--- config.mk ---
export PLATFORM = sky130hd
export DESIGN_NAME = sgps_accum
export DESIGN_NICKNAME = d
export VERILOG_FILES = /design/src/hdl/sgps_pkg.sv /design/src/hdl/sgps_accum.sv
export SDC_FILE = /design/constraint.sdc
export NUM_CORES = 1
export LEC_CHECK = 0
export BUFFER_PORTS_ARGS = -buffer_cell sky130_fd_sc_hd__buf_2
export CAP_MARGIN = 20
export CORE_UTILIZATION = 55
export DETAILED_ROUTE_END_ITERATION = 16
export MAX_ROUTING_LAYER = met4
export PLACE_DENSITY = 0.82
export SYNTH_ARGS = -nofsm -noshare
export SYNTH_HDL_FRONTEND = slang
export SYNTH_SLANG_ARGS = --single-unit
--- constraint.sdc ---
create_clock -name clk -period 4.8 [get_ports clk]
set_clock_uncertainty 0.1 [all_clocks]
set_input_delay 0.48 -clock clk [delete_from_list [all_inputs] [get_ports clk]]
set_output_delay 0.48 -clock clk [all_outputs]
set_load 0.005 [all_outputs]
--- src/hdl/sgps_pkg.sv ---
// sgps_pkg: shared types and constants for the path smoother
// holds coordinate, tap, pipeline slot and result types plus tap reset values
// no dependencies
package sgps_pkg;

    localparam int COORD_W             = 32;
    localparam int TAP_W               = 18;
    localparam int PROD_W              = COORD_W + TAP_W;
    localparam int FRAC_W              = 16;
    localparam int NUM_TAPS            = 5;
    localparam int REG_IDX_W           = 3;
    localparam int HALF_WINDOW_DEFAULT = 4;

    typedef logic signed [COORD_W-1:0] coord_t;
    typedef logic signed [TAP_W-1:0]   tap_t;
    typedef logic signed [PROD_W-1:0]  prod_t;

    localparam tap_t TAP_CENTER_RST = 18'sd16738;
    localparam tap_t TAP_OFF1_RST   = 18'sd15319;
    localparam tap_t TAP_OFF2_RST   = 18'sd11064;
    localparam tap_t TAP_OFF3_RST   = 18'sd3972;
    localparam tap_t TAP_OFF4_RST   = -18'sd5958;

    typedef enum logic [REG_IDX_W-1:0] {
        REG_TAP_CENTER = 3'd0,
        REG_TAP_OFF1   = 3'd1,
        REG_TAP_OFF2   = 3'd2,
        REG_TAP_OFF3   = 3'd3,
        REG_TAP_OFF4   = 3'd4
    } reg_idx_t;

    typedef struct packed {
        logic   valid;
        logic   smooth;
        logic   last;
        coord_t raw_x;
        coord_t raw_y;
    } slot_t;

    typedef struct packed {
        coord_t x;
        coord_t y;
        logic   smoothed;
        logic   sat;
        logic   last;
    } result_t;

endpackage

--- src/hdl/sgps_accum.sv ---
// sgps_accum: two-level registered adder tree over the cell products
// then round to nearest and saturate to 32 bits for one coordinate
// depends on sgps_pkg
module sgps_accum #(
    parameter int N = 2 * sgps_pkg::HALF_WINDOW_DEFAULT + 1
) (
    input  logic             clk,
    input  logic             advance,
    input  sgps_pkg::prod_t  prod [N],
    output sgps_pkg::coord_t value,
    output logic             sat
);
    import sgps_pkg::*;

    localparam int NP    = (N + 1) / 2;
    localparam int ACC_W = PROD_W + $clog2(N);
    localparam int Q_W   = ACC_W - FRAC_W;

    localparam logic signed [ACC_W-1:0] HALF_LSB = ACC_W'(1) << (FRAC_W - 1);
    localparam logic signed [Q_W-1:0] Q_MAX =
        {{(Q_W - COORD_W + 1){1'b0}}, {(COORD_W - 1){1'b1}}};
    localparam logic signed [Q_W-1:0] Q_MIN =
        {{(Q_W - COORD_W + 1){1'b1}}, {(COORD_W - 1){1'b0}}};

    logic signed [ACC_W-1:0] pair_reg  [NP];
    logic signed [ACC_W-1:0] pair_next [NP];
    logic signed [ACC_W-1:0] acc_reg;
    logic signed [ACC_W-1:0] acc_next;
    logic signed [ACC_W-1:0] rnd;
    logic signed [Q_W-1:0]   q;
    logic                    sat_hi;
    logic                    sat_lo;

    for (genvar i = 0; i < NP; i++)
    begin : g_pair
        if (2 * i + 1 < N)
        begin : g_two
            assign pair_next[i] = ACC_W'(prod[2 * i]) + ACC_W'(prod[2 * i + 1]);
        end
        else
        begin : g_one
            assign pair_next[i] = ACC_W'(prod[2 * i]);
        end
    end

    always_comb
    begin
        acc_next = '0;
        for (int i = 0; i < NP; i++)
        begin
            acc_next = acc_next + pair_reg[i];
        end
    end

    always_ff @(posedge clk)
    begin
        if (advance)
        begin
            pair_reg <= pair_next;
            acc_reg  <= acc_next;
        end
    end

    // floor of (sum + half) / 2^16
    always_comb
    begin
        rnd    = acc_reg + HALF_LSB;
        q      = rnd[ACC_W-1:FRAC_W];
        sat_hi = q > Q_MAX;
        sat_lo = q < Q_MIN;
        if (sat_hi)
        begin
            value = Q_MAX[COORD_W-1:0];
        end
        else if (sat_lo)
        begin
            value = Q_MIN[COORD_W-1:0];
        end
        else
        begin
            value = q[COORD_W-1:0];
        end
        sat = sat_hi | sat_lo;
    end

endmodule

# Word-level counts from Yosys, hierarchy flattened
# Index checks and enable logic that the tools add are counted.
[totals] output_inout_bits=33 regBits=320 word_cells=20 in_bits=452
[classes] muxes=2 add_sub_neg=9 magnitude_cmp=2 n_bitwise=1
[op_table] cell="$add 50x50->51" count=4
[op_table] cell="$add 54x54->54" count=3
[op_table] cell="$mux 32" count=2
[op_table] cell="$add 54x17->54 const B" count=1
[op_table] cell="$add 54x50->54" count=1
[op_table] cell="$gt 38x32->1 const B" count=1
[op_table] cell="$lt 38x32->1 const B" count=1
[op_table] cell="$or 1x1->1" count=1

# Longest topological paths before layout
[logic_depth] depth_word=4 mapped_depth=19

# Worst setup path after synthesis
# No wires, ideal clock.
[synth_timing] path_kind="reg-to-reg" from="register pair_reg[14] (netlist name)" to="register acc_reg[41] (data pin)" required_ns=4.442 period_less_slack_ns=4.441 setup_time_ns=0.258 slack_ns=0.359 path_stages_with_launch=19 arrival_ns=4.083 path_cell_list="edfxtp_1 > inv_1 > fa_1 > inv_1 > fa_1 > inv_1 > fa_1 > inv_1 > ha_1 > nand4_1 > nor3_1 > a21oi_1 > and3_1 > nand2_1 > a41o_1 > o21ai_0 > o311ai_0 > a21oi_1 > xnor2_1"
[synth_between] elab_chain_len=1
[synth_lines] item="start, declared" line="sgps_accum.sv:25" source="logic signed [ACC_W-1:0] pair_reg [NP];"
[synth_lines] item="start signal, assigned" line="sgps_accum.sv:59" source="pair_reg <= pair_next;"
[synth_lines] item="$add 54x50->54" line="sgps_accum.sv:51" source="acc_next = acc_next + pair_reg[i];"
[synth_lines] item="net acc_next[41]" line="sgps_accum.sv:28" source="logic signed [ACC_W-1:0] acc_next;"
[synth_lines] item="end signal, assigned" line="sgps_accum.sv:60" source="acc_reg <= acc_next;"
[synth_lines] item="end, declared" line="sgps_accum.sv:27" source="logic signed [ACC_W-1:0] acc_reg;"
# The timed path passes the listed nets, and every way through them passes these cells.
# A chain may end at the register's enable or synchronous reset.

# Worst setup path in the final report
[layout_timing] from="register pair_reg[28] (netlist name)" to="register acc_reg[49] (data pin)"
# The elaborated chain is that of the path after synthesis.

==> impl_metrics.toml <==
[detailed_routing]
drc = 0
drtIter0Drc = 1965
drtAntennaViolNets = 0
wl_per_cell_um = 19.0
drt_wl_total_um = 77000
via_per_inst = 5.63
vias = 22800
drtPass1Iterations = 6

[finish]
finalInstanceArea_sq_um = 31800
fillCellCount = 3825
drive_above_1_share_pct = 17.6
largest_reg_flops = 254
final_common_cell = "inv_1"
num-nets-final = 4206
finalNonFillerCells = 4049
final_core_utilization_pct = 66.1
layout_common_cells = "inv_1 (486), buf_2 (483), edfxtp_1 (293)"
area_delta_synth_final_pct = 17.5

[clocking]
clk_latency_ns = 0.58
cts_inserted_buffers = 31
cts_root_buf = "clkbuf_16"
path_clk_slew_ns = 0.06
h-tree-depth = 1
cts.sink_count = 293
cts_tree = "built"
clock_path_buffers = 3

[timing]
relSlewSlack_pct = 33.7
fmax_mhz = 215
rsz0062_at_grt = "true"
setup_viol = 0
min_period_ns = 4.65
finalSetupTns_ns = 0
whs_ns = 0.0234
hold_viol = 0
fin_ws_ns = 0.146
tightest_slew_ns = 0.994
drv_slew = 0
fin_crit_sh_pct = 97.0

[place]
pre_cts_slack_ns = -0.0955
portBuffers = 484
placed_cell_area_sq_um = 30200
gp_congestion = 0.995
hpwl_um = 63300
dp_cells = 3924

[critical_path]
path_cells = "inv_1 > fa_1 > inv_1 > fa_1 > inv_1 > fa_1 > inv_1 > ha_1 > a21o_1 > a21o_1 > a21oi_1 > nor4bb_2 > nand3_4 > nand4bb_4 > buf_4 > a211oi_2 > or2_2 > a21oi_1 > xnor2_1"
path_class = "reg2reg"
cp-end-kind = "register"
critPathSlowestCell = "fa_1"
path_common_cell = "inv_1"
cp_max_fo = 3
cp.arrival_ns = 4.88
crit_buf_inv = 5
crit_family = "adder cells"
critPathRequiredTime_ns = 5.03
startpoint_type = "register"
slowest_delay_ns = 0.54

[synth]
synth_seq_cells = 293
synthFlopType = "edfxtp_1"
synth-edff-count = 293
syn-num-nets = 3691
synthArstFlopShare_pct = 0
syn-cell-area_sq_um = 27100
synth_cells = 2828
synth.avg_cell_area_sq_um = 9.57
yosysSeqAreaShare_pct = 32.5
post_synth_num_cell_types = 81
yosysWarnings = 0

[floorplanning]
num_io_pins = 485
core-area_sq_um = 48100
start_util_pct = 56.2
die_y_um = 224
die_x_um = 224
dieArea_sq_um = 50100
rows = 80

[power_and_ir_drop]
p_total_mw = 17.2
leakage_nw = 15.0
peakVddDrop_uv = 417
powerDensity_nw_per_um2 = 541

[global_route]
grt_max_degree = 132
grt_pass1_vias = 22100
overflow = 0
antenna_found_initial = 24
grt_use_total_pct = 31.4
grt_pass1_wl_um = 119000

[worst_hold_path]
worstHoldPathType = "in2reg"

[run_status]
status = "complete, no violations"

[run]
drv_cap = 0
synthesized netlist by cell type, types with 24 or more instances:
cell type	instances	area (sq um)
nor2_1	131	492
ha_1	253	3170
edfxtp_1	293	8800
and3_1	24	150
nand3_1	74	370
xor2_1	92	806
xnor2_1	160	1400
a211oi_1	25	188
inv_1	486	1820
fa_1	158	3160
a21o_1	129	968
nand4_1	36	225
o21ai_0	146	731
nand2_1	155	582
nor3_1	33	165
clkbuf_1	47	176
o21bai_1	32	240
a31oi_1	25	156
a21oi_1	233	1170
nand2b_1	28	175
nor2b_1	27	169
report_power, final:
group,leakage [nW],switching (mW),internal [mW]
Clock,0.477,1.04,1.34
Combinational,11.7,5.99,4.58
Sequential,2.87,0.335,3.91
final cells by class:
| cell class | count | area [sq um] | area share [%] |
|---|---|---|---|
| Multi-Input combinational cell | 1993 | 16300 | 51.4 |
| Sequential cell | 293 | 8800 | 27.7 |
| Timing Repair Buffer | 538 | 2960 | 9.31 |
| Inverter | 486 | 1820 | 5.74 |
| Tap cell | 656 | 821 | 2.58 |
| Clock buffer | 33 | 783 | 2.46 |
| Clock inverter | 23 | 204 | 0.641 |
| Antenna cell | 27 | 67.6 | 0.212 |
cell families after synthesis:
kind of cell,count (synthesis),share of synthesized area (%)
compound gates,753,17.8
xor+xnor,252,8.15
fa+ha+maj,411,23.4
buf+inv,542,7.63
flops,293,32.5
mux,2,0.0740
simple gates,575,10.4
final timing paths:
kind	start	to	slack (ns)	depth (start not counted)
min reg2reg	pair_reg[243]	acc_reg[27]	0.97	3
max reg2reg	pair_reg[28]	acc_reg[49]	0.15	19
min	prod[34]	pair_reg[34]	0.02	1
max	pair_reg[28]	acc_reg[49]	0.15	19
metal layers:
layer / share of wire (%) / vias to the layer above / track usage [%]
li1: - / 10900 / -
met1: 44 / 10700 / 43.9
met2: 45 / 1002 / 47.9
met3: 8.1 / 149 / 3.61
met4: 3.4 / 0 / 10.3
met5: 0 / - / -
what timing repair did:
item	in CTS	in global routing
buffers inserted	0	3
endpoints found under the hold margin	39	0
pin swaps	2	11
hold buffers	39	0
gates resized for setup	5	21
endpoints found under the setup margin	5	21
Note: power is estimated with default switching activity, not from simulation.
