--- src/hdl/sgps_pkg.sv ---
// sgps_pkg: shared types and constants for the path smoother
// holds coordinate, tap, pipeline slot and result types plus tap reset values
// no dependencies
package sgps_pkg;

    localparam int COORD_W             = 32;
    localparam int TAP_W               = 18;
    localparam int PROD_W              = COORD_W + TAP_W;
    localparam int FRAC_W              = 16;
    localparam int NUM_TAPS            = 5;
    localparam int REG_IDX_W           = 3;
    localparam int HALF_WINDOW_DEFAULT = 4;

    typedef logic signed [COORD_W-1:0] coord_t;
    typedef logic signed [TAP_W-1:0]   tap_t;
    typedef logic signed [PROD_W-1:0]  prod_t;

    localparam tap_t TAP_CENTER_RST = 18'sd16738;
    localparam tap_t TAP_OFF1_RST   = 18'sd15319;
    localparam tap_t TAP_OFF2_RST   = 18'sd11064;
    localparam tap_t TAP_OFF3_RST   = 18'sd3972;
    localparam tap_t TAP_OFF4_RST   = -18'sd5958;

    typedef enum logic [REG_IDX_W-1:0] {
        REG_TAP_CENTER = 3'd0,
        REG_TAP_OFF1   = 3'd1,
        REG_TAP_OFF2   = 3'd2,
        REG_TAP_OFF3   = 3'd3,
        REG_TAP_OFF4   = 3'd4
    } reg_idx_t;

    typedef struct packed {
        logic   valid;
        logic   smooth;
        logic   last;
        coord_t raw_x;
        coord_t raw_y;
    } slot_t;

    typedef struct packed {
        coord_t x;
        coord_t y;
        logic   smoothed;
        logic   sat;
        logic   last;
    } result_t;

endpackage

--- src/hdl/sgps_cell.sv ---
// sgps_cell: one tap cell of the delay line
// holds one raw point, passes it to the next cell and registers tap times point
// depends on sgps_pkg
module sgps_cell (
    input  logic            clk,
    input  logic            shift_en,
    input  logic            advance,
    input  sgps_pkg::coord_t in_x,
    input  sgps_pkg::coord_t in_y,
    input  sgps_pkg::tap_t  tap,
    output sgps_pkg::coord_t out_x,
    output sgps_pkg::coord_t out_y,
    output sgps_pkg::prod_t prod_x,
    output sgps_pkg::prod_t prod_y
);
    import sgps_pkg::*;

    coord_t x_reg;
    coord_t y_reg;
    prod_t  prod_x_reg;
    prod_t  prod_y_reg;
    prod_t  prod_x_next;
    prod_t  prod_y_next;

    always_comb
    begin
        prod_x_next = tap * x_reg;
        prod_y_next = tap * y_reg;
    end

    always_ff @(posedge clk)
    begin
        if (shift_en)
        begin
            x_reg <= in_x;
            y_reg <= in_y;
        end
        if (advance)
        begin
            prod_x_reg <= prod_x_next;
            prod_y_reg <= prod_y_next;
        end
    end

    assign out_x  = x_reg;
    assign out_y  = y_reg;
    assign prod_x = prod_x_reg;
    assign prod_y = prod_y_reg;

endmodule

--- config.mk ---
export PLATFORM = sky130hd
export DESIGN_NAME = sgps_cell
export DESIGN_NICKNAME = d
export VERILOG_FILES = /design/src/hdl/sgps_pkg.sv /design/src/hdl/sgps_cell.sv
export SDC_FILE = /design/constraint.sdc
export NUM_CORES = 2
export LEC_CHECK = 0
export BUFFER_PORTS_ARGS = -buffer_cell sky130_fd_sc_hd__buf_2
export CAP_MARGIN = 25
export CORE_ASPECT_RATIO = 0.75
export CORE_UTILIZATION = 60
export DETAILED_ROUTE_END_ITERATION = 6
export PLACE_DENSITY = 0.8
export SYNTH_ARGS = -nofsm -noshare
export SYNTH_HDL_FRONTEND = slang
export SYNTH_SLANG_ARGS = --single-unit
--- constraint.sdc ---
create_clock -name clk -period 13.2 [get_ports clk]
set_input_delay 1.32 -clock clk [delete_from_list [all_inputs] [get_ports clk]]
set_output_delay 1.32 -clock clk [all_outputs]
set_load 0.005 [all_outputs]
After elaboration in Yosys (flattened, before gate mapping)
Cells that the tools add are included.
{ "op_classes": {"shifts": 0, "eq_ne": 0, "n_reduce_logical": 0, "n_addsub": 0, "muxes": 0, "div_mod_pow": 0, "n_mul": 2, "bitwise": 0, "n_lt_le_gt_ge": 0} }
{ "op_table": {"columns": ["op", "n"], "rows": [
  ["$mul A18 B32 Y50", 2]
]} }
{ "word_totals": {"in_bits": 85, "n_memories": 0, "mem_bits_rw": 0, "romBits": 0, "ff_bits": 164, "elab_cells": 6, "latch_bits": 0} }

Depth between registers and ports, before layout
{ "logic_depth": {"word_depth": 1, "ltp_mapped": 27, "depth_no_buf": 24} }

Worst setup path after synthesis
OpenSTA, ideal clock, no wires.
{ "synth_timing": {"path_type": "in2reg", "startpoint": "input tap[0]", "endpoint": "register prod_x_reg[44], in the netlist prod_x[44], data pin", "setup_time_ps": 260, "t_required_ps": 12940, "path_slack_ps": 5948, "t_arrival_ps": 6993, "stages": 24, "n_path_buf": 2, "path_cell_list": "clkbuf_1 > clkbuf_1 > nand2_1 > fa_1 > inv_1 > fa_1 > inv_1 > fa_1 > fa_1 > inv_1 > fa_1 > inv_1 > fa_1 > inv_1 > ha_1 > and3_1 > o21a_1 > a221oi_2 > a21boi_1 > a211o_1 > a311o_1 > o21ai_1 > and2b_1 > xnor2_1"} }
{ "synth_between": {"elab_chain_len": 1} }
{ "synth_rtl": {"columns": ["item", "line", "source"], "rows": [
  ["from (decl)", "sgps_cell.sv:10", "input sgps_pkg::tap_t tap,"],
  ["$mul A18 B32 Y50", "sgps_cell.sv:27", "prod_x_next = tap * x_reg;"],
  ["named net prod_x_next[44]", "sgps_cell.sv:22", "prod_t prod_x_next;"],
  ["to (signal assigned)", "sgps_cell.sv:40", "prod_x_reg <= prod_x_next;"],
  ["to (decl)", "sgps_cell.sv:20", "prod_t prod_x_reg;"]
]} }
The timed path passes the listed nets, and every way through them passes these cells.
A chain may end at the register's enable or synchronous reset.

Worst setup path after layout
{ "layout_timing": {"startpoint": "input tap[17]", "endpoint": "register prod_x_reg[47], in the netlist prod_x[47], data pin"} }
The elaborated chain is that of the path after synthesis.

==> results.ini <==
[synth]
synthMuxAreaShare_pct = 0.0224
synth_xor_area_share_pct = 1.94
synth_fp_nets = 6131
async_flop_share_pct = 0
synth_compound_area_share_pct = 4.01
syn_area_mm2 = 0.0447
seq_area_frac_synth_pct = 11.0
synth-edff-count = 164
synthDistinctLibCells = 68
synthSimpleGateAreaFrac_pct = 14.5
synth_cells = 4698
syn_area_per_cell_um2 = 9.51
synthFlopType = edfxtp_1
ys_ff_latch = 164
yosys_warnings = 0
synth_top_family_by_area = adder cells
synthAdderAreaFrac_pct = 56.3

[timing]
fin_skew_ns = 0.0145
finalWorstPathRequiredPeriod_ns = 8.40
worst_slew_pin_slew_ns = 1.14
drv_slew = 0
post-route-period-util_pct = 63.6
tns_ns = 0
slew_headroom_pct = 24.2
hold_viol_final = 0
hold_slack_ns = 0.886
fmax_mhz = 119
rsz0062_at_grt = no
setup_viol = 0

[clock_network]
cts_setup_buffers = 0
root_buffer = clkbuf_16
cts_tree = yes
cts_hold_buf = 0
numCtsBuffers = 17
clock_latency_ns = 0.53
clockBufferDepth = 2
numClockSinks = 164
htreeDepth = 4
post_cts_resized = 0
clkTransAtPathRegs_ns = 0.08

[worst_setup_path]
worst-r2r-setup-slack_ns = 5.34
crit_start = tap[17]
r2r_end = prod_x[47]
critPathRequiredTime_ns = 13.49
cp_slowest_stage_delay_ns = 0.59
cp_top_family = adder cells
critPathBufInv = 5
rr_worst_depth = 21
r2r-start = out_x[14]
cp_max_fo = 49
path_cells = buf_2, inv_2, buf_4, nor2_1, fa_1, fa_1, fa_1, fa_1, fa_1, inv_1, fa_1, inv_1, ha_1, nand3_1, nor2_1, nand3_1, o221ai_1, o21ai_1, o21ai_1, nand3_1, nor4b_1, a311o_1
slowest_stage = buf_4
critPathKind = in2reg
crit_end = prod_x[47]
cp.depth = 22
end_kind = flip-flop
crit_arrival_ns = 8.69
cp_common_cell = fa_1
startpoint_type = input port

[grt]
grt_pass1_vias = 34300
use_met2_pct = 48.6
grt_usage_pct = 30.4
grt.met3_usage_pct = 7.60
gr-usage-met1_pct = 40.1
grt_first_pass_wirelength_um = 176000
grt_overflow = 0
grt_antenna_before_repair = 4
grt_max_degree = 65
top_usage_layer = met2

[status]
outcome = complete, no violations

[detailed_routing]
wire_per_inst_um = 18.6
avgViaCountPerCell = 5.59
drt_first_pass_iters = 6
ant_nets = 0
routed_wl_um = 107000
initialDrtViolationCount = 2634
drc = 0
dr_total_vias = 32000

[placed_design]
dp_hpwl_um = 80200
portBuffers = 248
place.gp.congestion = 0.887

[cells_and_area]
area_growth_pct = 5.27
n_antenna_cell = 0
fillers = 5907
final_nets = 6188
drive_gt1_share_pct = 6.69

[die]
start_util_pct = 60.7
core_mm2 = 0.0736
io_pins = 249
die-area_mm2 = 0.0756
die_w_um = 317
die_h_um = 238
rows = 86

[flow_run]
drv_cap = 0

[hold_path]
min_path_type = reg2reg

synthesized netlist by cell type (all sizes together), types with 2 or more instances:
library cell / number / area [µm²]
fa: 1106 / 22100
a31oi: 6 / 37.5
buf: 4 / 18.8
o22ai: 3 / 25.0
o31ai: 3 / 22.5
a31o: 2 / 17.5
nand4: 16 / 100
o31a: 2 / 17.5
nand4b: 2 / 17.5
nor2: 106 / 400
nand2: 698 / 2620
and2: 453 / 2830
nand2b: 15 / 93.8
a21oi: 75 / 379
a221oi: 4 / 41.3
nor2b: 12 / 75.1
o211ai: 8 / 60.1
o21ai: 66 / 334
xor2: 34 / 298
or3: 2 / 12.5
nand3: 21 / 105
and3: 11 / 68.8
a21boi: 4 / 30.0
a311o: 3 / 30.0
ha: 242 / 3030
a21o: 48 / 360
a211oi: 15 / 128
edfxtp: 164 / 4920
nor4b: 2 / 32.5
nor4: 2 / 18.8
xnor2: 65 / 569
o311ai: 2 / 17.5
a311oi: 2 / 17.5
clkbuf: 231 / 868
o21bai: 9 / 67.6
inv: 1221 / 4580
nor3: 10 / 50.1
o21a: 13 / 97.6
routing by layer:
metal  vias to the layer above  part of all wire, %
met5                         -                0.040
met1                     16300                   38
met3                       286                   11
met2                      1759                   48
li1                      13700                    -
met4                         6                  3.7
worst register-to-register path: stages (launching register included):
cell	delay [ns]
edfxtp_1	1.08
and2_1	0.27
fa_1	0.42
inv_1	0.08
fa_1	0.46
fa_1	0.58
inv_1	0.08
fa_1	0.49
fa_1	0.50
inv_1	0.05
fa_1	0.54
inv_1	0.06
ha_1	0.36
nand3_1	0.22
nor2_1	0.36
nand3_1	0.14
o221ai_1	0.53
o21ai_1	0.34
o21ai_1	0.39
nand3_1	0.19
nor4b_1	0.18
a311o_1	0.32
through the flow:
step           utilization, %  area [µm²]  worst slack (ns)  instances
6_report                 63.9       47000              4.80       5736
5_1_grt                  63.9       47000              4.69       5736
4_1_cts                  63.9       47000              5.09       5736
3_5_place_dp             63.1       46500              4.51       5704
3_3_place_gp             63.1       46500              4.77       5704
2_1_floorplan               -       44700              5.95       4698
layout make-up:
class | instances | area [µm²] | share of cell area (%)
multi-input cells | 3078 | 34300 | 72.9
flip-flops and latches | 164 | 4920 | 10.5
inverters | 1221 | 4580 | 9.74
repair buffers | 273 | 1430 | 3.05
well taps | 968 | 1210 | 2.57
clock buffers | 17 | 425 | 0.904
clock inverters | 15 | 171 | 0.364
worst min path at each step:
stage	from	endpoint	slack (ns)	depth (start not counted)
finish	out_x[0]	prod_x[0]	0.89	2
global route	out_x[0]	prod_x[0]	0.93	2
CTS	out_x[0]	prod_x[0]	0.88	2
detailed placement	out_x[0]	prod_x[0]	0.85	2
global placement	out_x[0]	prod_x[0]	0.83	2
floorplan	out_x[0]	prod_x[0]	0.67	1
cells by family after synthesis:
family / Yosys count
buf+inv: 1456
simple gates: 1354
fa+ha+maj: 1348
compound gates: 276
flops: 164
xor+xnor: 99
mux: 1
placed cells by master (no fill, tap or decap), types with 10 or more instances in the layout:
master / instances
buf_4: 27
xnor2_1: 65
fa_1: 1106
o21ai_0: 56
o21a_1: 13
nand4_1: 16
nand2_1: 698
nor2b_1: 12
inv_1: 1220
nand2b_1: 15
nor3_1: 10
nand3_1: 21
edfxtp_1: 164
a21oi_1: 74
and3_1: 11
ha_1: 242
xor2_1: 34
buf_2: 246
nor2_1: 105
a21o_1: 48
a211oi_1: 12
and2_1: 451
clkbuf_16: 17
Power is not shown: default switching activity piles up to over one toggle a cycle in this logic, so the estimate is an artifact.
